==> config.mk <==
export PLATFORM = sky130hd
export DESIGN_NAME = gamepad_poll_decoder
export DESIGN_NICKNAME = d
export VERILOG_FILES = /design/src/rtl/core/gpd_pkg.sv /design/src/rtl/core/gpd_decode.sv /design/src/rtl/core/gamepad_poll_decoder.sv
export SDC_FILE = /design/constraint.sdc
export NUM_CORES = 1
export LEC_CHECK = 0
export BUFFER_PORTS_ARGS = -buffer_cell sky130_fd_sc_hd__buf_2
export CAP_MARGIN = 20
export CORE_MARGIN = 2
export CORE_UTILIZATION = 50
export DETAILED_ROUTE_END_ITERATION = 8
export GPL_TIMING_DRIVEN = 1
export PLACE_DENSITY = 0.74
export SETUP_SLACK_MARGIN = 0.02
export SLEW_MARGIN = 20
export SYNTH_ARGS = -nofsm -noshare
export SYNTH_HDL_FRONTEND = slang
export SYNTH_HIERARCHICAL = 1
export SYNTH_SLANG_ARGS = --single-unit
==> constraint.sdc <==
create_clock -name aclk -period 13.1 [get_ports aclk]
set_input_delay 1.31 -clock aclk [delete_from_list [all_inputs] [get_ports aclk]]
set_output_delay 1.31 -clock aclk [all_outputs]
set_load 0.01 [all_outputs]
==> src/rtl/core/gpd_pkg.sv <==
// Package for the gamepad poll decoder: word types, controller ID codes,
// and the stored history record shared by the decoder and the top level.
// No dependencies.
package gpd_pkg;

    // Controller ID codes.
    localparam logic [7:0] ID_ANALOG   = 8'h73;
    localparam logic [7:0] ID_PRESSURE = 8'h79;
    localparam logic [7:0] ID_TWIST    = 8'h23;
    localparam logic [7:0] ID_NONE_LO  = 8'h00;
    localparam logic [7:0] ID_NONE_HI  = 8'hFF;

    // Axis value at rest, and the reset value of the press threshold.
    localparam logic [7:0] AXIS_CENTRE      = 8'd128;
    localparam logic [7:0] THRESHOLD_RESET  = 8'd64;
    localparam logic [7:0] PRESSURE_FULL    = 8'hFF;

    // One poll response word.
    typedef struct packed {
        logic [7:0] device_id;
        logic [7:0] buttons_low;
        logic [7:0] buttons_high;
        logic [7:0] extra_a;
        logic [7:0] extra_b;
        logic [7:0] extra_c;
        logic [7:0] extra_d;
    } gpd_in_t;

    // One decoded result word.
    typedef struct packed {
        logic        event_valid;
        logic        link_up;
        logic [15:0] button_map;
        logic [7:0]  left_x;
        logic [7:0]  left_y;
        logic [7:0]  right_x;
        logic [7:0]  right_y;
        logic        pressure_valid;
        logic [47:0] pressure_first;
        logic [47:0] pressure_second;
    } gpd_out_t;

    // What was last reported, used for change detection.
    typedef struct packed {
        logic        reported_once;
        logic [15:0] button_map;
        logic [7:0]  left_x;
        logic [7:0]  left_y;
        logic [7:0]  right_x;
        logic [7:0]  right_y;
    } gpd_hist_t;

endpackage

==> src/rtl/core/gpd_decode.sv <==
// Combinational decode of one poll response into a result word.
// Depends on gpd_pkg for the word types and the ID codes.
module gpd_decode import gpd_pkg::*; (
    input  gpd_in_t    item,
    input  logic [7:0] press_threshold,
    input  gpd_hist_t  hist,
    output gpd_out_t   result
);

    logic        no_device;
    logic        is_twist;
    logic        is_analog;
    logic [15:0] map;
    logic [7:0]  lx;
    logic [7:0]  ly;
    logic [7:0]  rx;
    logic [7:0]  ry;
    logic        changed;

    assign no_device = (item.device_id == ID_NONE_LO) || (item.device_id == ID_NONE_HI);
    assign is_twist  = (item.device_id == ID_TWIST);
    assign is_analog = (item.device_id == ID_ANALOG) || (item.device_id == ID_PRESSURE);

    // Invert the active-low buttons; the twist pad also sets buttons whose analog level exceeds the threshold.
    always_comb begin
        map = ~{item.buttons_high, item.buttons_low};
        if (is_twist) begin
            if (item.extra_b > press_threshold) map[14] = 1'b1;
            if (item.extra_c > press_threshold) map[15] = 1'b1;
            if (item.extra_d > press_threshold) map[10] = 1'b1;
        end
    end

    // Axis selection by controller type.
    always_comb begin
        lx = AXIS_CENTRE;
        ly = AXIS_CENTRE;
        rx = AXIS_CENTRE;
        ry = AXIS_CENTRE;
        if (is_twist) begin
            lx = item.extra_a;
        end else if (is_analog) begin
            rx = item.extra_a;
            ry = item.extra_b;
            lx = item.extra_c;
            ly = item.extra_d;
        end
    end

    assign changed = (map != hist.button_map) || (lx != hist.left_x) || (ly != hist.left_y)
                   || (rx != hist.right_x) || (ry != hist.right_y);

    // Assemble the result; a missing device gives a fixed idle word.
    always_comb begin
        if (no_device) begin
            result                 = '0;
            result.left_x          = AXIS_CENTRE;
            result.left_y          = AXIS_CENTRE;
            result.right_x         = AXIS_CENTRE;
            result.right_y         = AXIS_CENTRE;
        end else begin
            result.event_valid     = !hist.reported_once || is_twist || changed;
            result.link_up         = 1'b1;
            result.button_map      = map;
            result.left_x          = lx;
            result.left_y          = ly;
            result.right_x         = rx;
            result.right_y         = ry;
            result.pressure_valid  = is_twist;
            result.pressure_first  = '0;
            result.pressure_second = '0;
            if (is_twist) begin
                result.pressure_first = {8'h00, 8'h00,
                                         map[7] ? PRESSURE_FULL : 8'h00,
                                         map[6] ? PRESSURE_FULL : 8'h00,
                                         map[5] ? PRESSURE_FULL : 8'h00,
                                         map[4] ? PRESSURE_FULL : 8'h00};
                result.pressure_second = {item.extra_c, item.extra_b,
                                          map[13] ? PRESSURE_FULL : 8'h00,
                                          map[12] ? PRESSURE_FULL : 8'h00,
                                          map[11] ? PRESSURE_FULL : 8'h00,
                                          item.extra_d};
            end
        end
    end

endmodule

==> src/rtl/core/gamepad_poll_decoder.sv <==
// Top level of the gamepad poll decoder: input register, decode, result
// register and the reported-value history. Depends on gpd_pkg and gpd_decode.
//
// Usage:
// - s_valid/s_ready/s_data carry one completed poll response word.
// - m_valid/m_ready/m_data carry one decoded result word per response.
// - cfg_valid/cfg_ready/cfg_data write the press threshold; cfg_ready is
//   always high. Write it only while no response is in flight.
// - An accepted word is held in the input register and is decoded into the
//   result register once that register is free. Throughput is one word per
//   cycle while the receiver does not stall, set by the single decode pass
//   between the two registers.
// - History (first-report flag, last reported buttons and axes) is updated
//   as a word with an event moves from the input register into the result register.
// - Reset clears both stage valids, the link flag and the history (axes to
//   128), and sets the threshold to 64.
// - When the receiver stalls, the result word holds, the input register can
//   still take one more word, and s_ready then drops until the result moves.
module gamepad_poll_decoder import gpd_pkg::*; (
    input  logic       aclk,
    input  logic       aresetn,
    input  logic       s_valid,
    output logic       s_ready,
    input  gpd_in_t    s_data,
    output logic       m_valid,
    input  logic       m_ready,
    output gpd_out_t   m_data,
    input  logic       cfg_valid,
    output logic       cfg_ready,
    input  logic [7:0] cfg_data
);

    logic       in_valid_reg;
    gpd_in_t    in_data_reg;
    logic       out_valid_reg;
    gpd_out_t   out_data_reg;
    logic [7:0] threshold_reg;
    logic       link_flag_reg;
    gpd_hist_t  hist_reg;
    gpd_hist_t  hist_next;
    gpd_out_t   result;
    logic       out_free;
    logic       advance;

    // Pipeline flow control.
    assign out_free  = !out_valid_reg || m_ready;
    assign advance   = in_valid_reg && out_free;
    assign s_ready   = !in_valid_reg || out_free;
    assign m_valid   = out_valid_reg;
    assign m_data    = out_data_reg;
    assign cfg_ready = 1'b1;

    gpd_decode u_decode (
        .item            (in_data_reg),
        .press_threshold (threshold_reg),
        .hist            (hist_reg),
        .result          (result)
    );

    // History follows the last word that reported an event.
    always_comb begin
        hist_next = hist_reg;
        if (advance && result.event_valid) begin
            hist_next.reported_once = 1'b1;
            hist_next.button_map    = result.button_map;
            hist_next.left_x        = result.left_x;
            hist_next.left_y        = result.left_y;
            hist_next.right_x       = result.right_x;
            hist_next.right_y       = result.right_y;
        end
    end

    // Control state and history.
    always_ff @(posedge aclk) begin
        if (!aresetn) begin
            in_valid_reg           <= 1'b0;
            out_valid_reg          <= 1'b0;
            threshold_reg          <= THRESHOLD_RESET;
            link_flag_reg          <= 1'b0;
            hist_reg.reported_once <= 1'b0;
            hist_reg.button_map    <= '0;
            hist_reg.left_x        <= AXIS_CENTRE;
            hist_reg.left_y        <= AXIS_CENTRE;
            hist_reg.right_x       <= AXIS_CENTRE;
            hist_reg.right_y       <= AXIS_CENTRE;
        end else begin
            if (s_ready) in_valid_reg <= s_valid;
            if (out_free) out_valid_reg <= in_valid_reg;
            if (cfg_valid) threshold_reg <= cfg_data;
            if (advance) link_flag_reg <= result.link_up;
            hist_reg <= hist_next;
        end
    end

    // Payload registers.
    always_ff @(posedge aclk) begin
        if (s_valid && s_ready) in_data_reg <= s_data;
        if (advance) out_data_reg <= result;
    end

    // A result without a link never reports an event or any buttons.
    assert property (@(posedge aclk) disable iff (!aresetn)
        m_valid && !m_data.link_up |-> !m_data.event_valid && (m_data.button_map == '0))
        else $error("result without link carries an event or buttons");

    // Pressure bytes are only sent with an event.
    assert property (@(posedge aclk) disable iff (!aresetn)
        m_valid && m_data.pressure_valid |-> m_data.event_valid)
        else $error("pressure word without event");

    // A reported event leaves its buttons in the history.
    assert property (@(posedge aclk) disable iff (!aresetn)
        advance && result.event_valid |=> hist_reg.reported_once
            && (hist_reg.button_map == m_data.button_map))
        else $error("history does not match the reported event");

    // The link flag tracks the link status of the last decoded word.
    assert property (@(posedge aclk) disable iff (!aresetn)
        advance |=> link_flag_reg == m_data.link_up)
        else $error("link flag does not follow the last result");

endmodule

==> impl_metrics.ini <==
[timing]
relSlewSlack_pct = 30.8
fmax_mhz = 238
rsz0062_at_grt = no
finalCriticalPeriod_ns = 4.20
fin_skew_ns = 0.0151
tns_ns = 0
slew_viol_final = 0
finalHoldViolations = 0
tightest_slew_ns = 1.04
setup_viol = 0
period_share_pct = 32.0

[clocking]
clkTransAtPathRegs_ns = 0.06
cts_buffers = 27
clock-sinks = 262
cts_hold_buffers = 0
post_cts_buffers = 0
cts_tree = yes
clk_path_buf_depth = 3
clk_latency_ns = 0.53
htreeDepth = 1
cts_root_buf = clkbuf_16
cts.repair.resized = 0

[final_layout]
nets = 1076
utilization_pct = 58.5
fillCellCount = 1761
drive_above_1_share_pct = 27.2
largest_reg_flops = 147
syn2layout_area_growth_pct = 15.9

[logic_synthesis]
synth_warnings = 6
syn_area_per_cell_um2 = 13.5
syn_inst = 810
synthMuxAreaShare_pct = 4.77
synth_top_area_cell = edfxtp_1
synth_cell_type_count = 60
syn_area_mm2 = 0.0109
synthSimpleGateAreaFrac_pct = 10.8
synth-async-reset-ratio_pct = 0
synth_common_cells = 203 x edfxtp_1, 94 x nand2_1, 66 x buf_4
synth_fa_ha_area_share_pct = 2.75
synth_compound_area_share_pct = 4.92
synth_top_area_share_pct = 55.9
synth_top_family_by_area = simple AND/OR/NAND/NOR gates
synthTopCellsByArea = edfxtp_1 56%, dfxtp_1 11%, mux2i_1 4.8%
synth_xor_area_share_pct = 2.57
synth-main-ff-cell = edfxtp_1
ys_seq_elements = 262
ys_seq_area_share_pct = 66.7
synth_edf_count = 203
post-synth-top-count-cell = edfxtp_1

[place]
hpwl_um = 15600
io_buffers = 217
place_congestion = 0.916

[power]
sw_frac_of_total_pct = 22.1
netSwitchingPower_w = 0.000401
powerDensity_mw_per_mm2 = 143
power_frac_seq_pct = 52.8
intPower_w = 0.00141
power_frac_clock_pct = 40.9
power_leakage_nw = 4.82
pwr-share-comb_pct = 6.4
ir_worst_vdd_mv = 0.105

[critical_path]
crit_start = in_data_reg[51]
criticalPathCategory = register to register
crit_arrival_ns = 4.64
end_kind = register
path_max_fanout = 45
crit_required_ns = 13.54
worstRegToRegCells = 12
cp-start-kind = register
r2r-end = hist_reg[42]
endpoint = hist_reg[42]
r2r_start = in_data_reg[51]
rrSetupSlack_ns = 8.90

[die]
die_h_um = 152
placementRows = 54
die_area_mm2 = 0.0230
fp.coreArea_mm2 = 0.0216
ios = 219
initial_core_util_pct = 50.5
die_w_um = 152

[route]
routed_wl_um = 23200
drtAntennaViolNets = 0
vias = 6655
route.detailed.drc = 0
vias_per_cell = 5.18
first_pass_iters = 5
wl_per_cell_um = 18.0
drt_iter0_drc = 538

[global_route]
overflow = 0
grt_pass1_vias = 6337
grt_max_degree = 104
grt_pass1_wl_um = 34300
antenna_found_initial = 0
gr-usage-all-layers_pct = 19.4

[outcome]
status = finished clean

[hold_path]
hp-class = register to register

[job]
cap_viol_max_count = 0
[per-layer routing]
metal	GRT usage, %	routed length [µm]	vias up
li1	-	-	3182
met1	26.9	10200	3223
met2	32.4	11300	225
met3	2.87	1350	25
met4	5.19	363	0
met5	0	0	-
[power by group through the flow]
stage	clock network (W)	registers, W	logic (W)
after global placement	0	0.000974	0.000114
after CTS	0.000756	0.000958	0.000117
after detailed placement	0	0.000975	0.000116
after global routing	0.000788	0.000961	0.000129
final	0.000741	0.000957	0.000116
after floorplan	0	0.000985	0.0000636
[worst min-delay path by stage]
stage,from,endpoint,slack (ns),depth (start not counted)
6_report,hist_reg[48],hist_reg[48],0.46,1
5_1_grt,hist_reg[29],hist_reg[29],0.49,2
4_1_cts,hist_reg[48],hist_reg[48],0.46,1
3_5_place_dp,hist_reg[48],hist_reg[48],0.45,1
3_3_place_gp,hist_reg[48],hist_reg[48],0.44,1
2_1_floorplan,hist_reg[48],hist_reg[48],0.43,1
[critical path, cell delays in order, from the launching register on]
cell and delay, ns:
edfxtp_1 0.46, or4b_1 0.48, or3_1 0.31, buf_4 0.22, clkinv_2 0.34, o21ai_1 0.13
o31a_1 0.34, xnor2_1 0.15, a21oi_1 0.05, a41oi_1 0.34, nand2_4 0.16, nor2_8 0.81
mux2i_1 0.32
[kinds of logic (layout without fill, tap and decap cells)]
family	Yosys count	count (layout)
other cells	2	18
fa+ha+maj	24	24
flops	262	262
simple gates	234	234
buf+inv	128	307
compound gates	76	76
xor+xnor	32	32
mux	52	52
[per-stage QoR]
step / area [µm²] / instances / power [W] / worst slack, ns / hold WS (ns)
after floorplan: 11000 / 825 / 0.00105 / 4.40 / 0.432
after global placement: 11800 / 1234 / 0.00109 / 9.05 / 0.439
after detailed placement: 11800 / 1234 / 0.00109 / 8.93 / 0.447
after CTS: 12600 / 1284 / 0.00183 / 8.88 / 0.462
after global routing: 12600 / 1284 / 0.00188 / 8.52 / 0.488
final: 12600 / 1285 / 0.00181 / 8.90 / 0.459
[cell usage in the layout (no fill, tap or decap), types with 6 or more instances in the layout]
master	netlist	routed
buf_4	66	6
a22o_1	7	7
a21oi_1	12	12
nor2b_1	12	11
clkinv_2	1	7
dfxtp_1	59	59
nand4_1	20	20
ha_1	24	24
nor4_1	8	8
clkbuf_1	13	7
o21ai_0	12	12
inv_1	33	33
buf_2	9	217
mux2i_1	52	52
clkbuf_16	0	27
and2_1	32	31
xor2_1	11	11
edfxtp_1	203	203
xnor2_1	21	21
nor4bb_1	6	6
nand2_1	94	94
nor2_1	42	42
conb_1	2	17
a31oi_1	6	6
[final cells by class]
type / count / area, µm² / area share, %
Clock buffer: 36 / 729 / 5.77
Antenna cell: 1 / 2.50 / 0.0198
Inverter: 34 / 129 / 1.02
Tap cell: 280 / 350 / 2.77
Clock inverter: 14 / 139 / 1.10
Timing Repair Buffer: 223 / 1130 / 8.94
Sequential cell: 262 / 7280 / 57.5
Multi-Input combinational cell: 435 / 2890 / 22.9
Power figures use the tool's default switching activity.
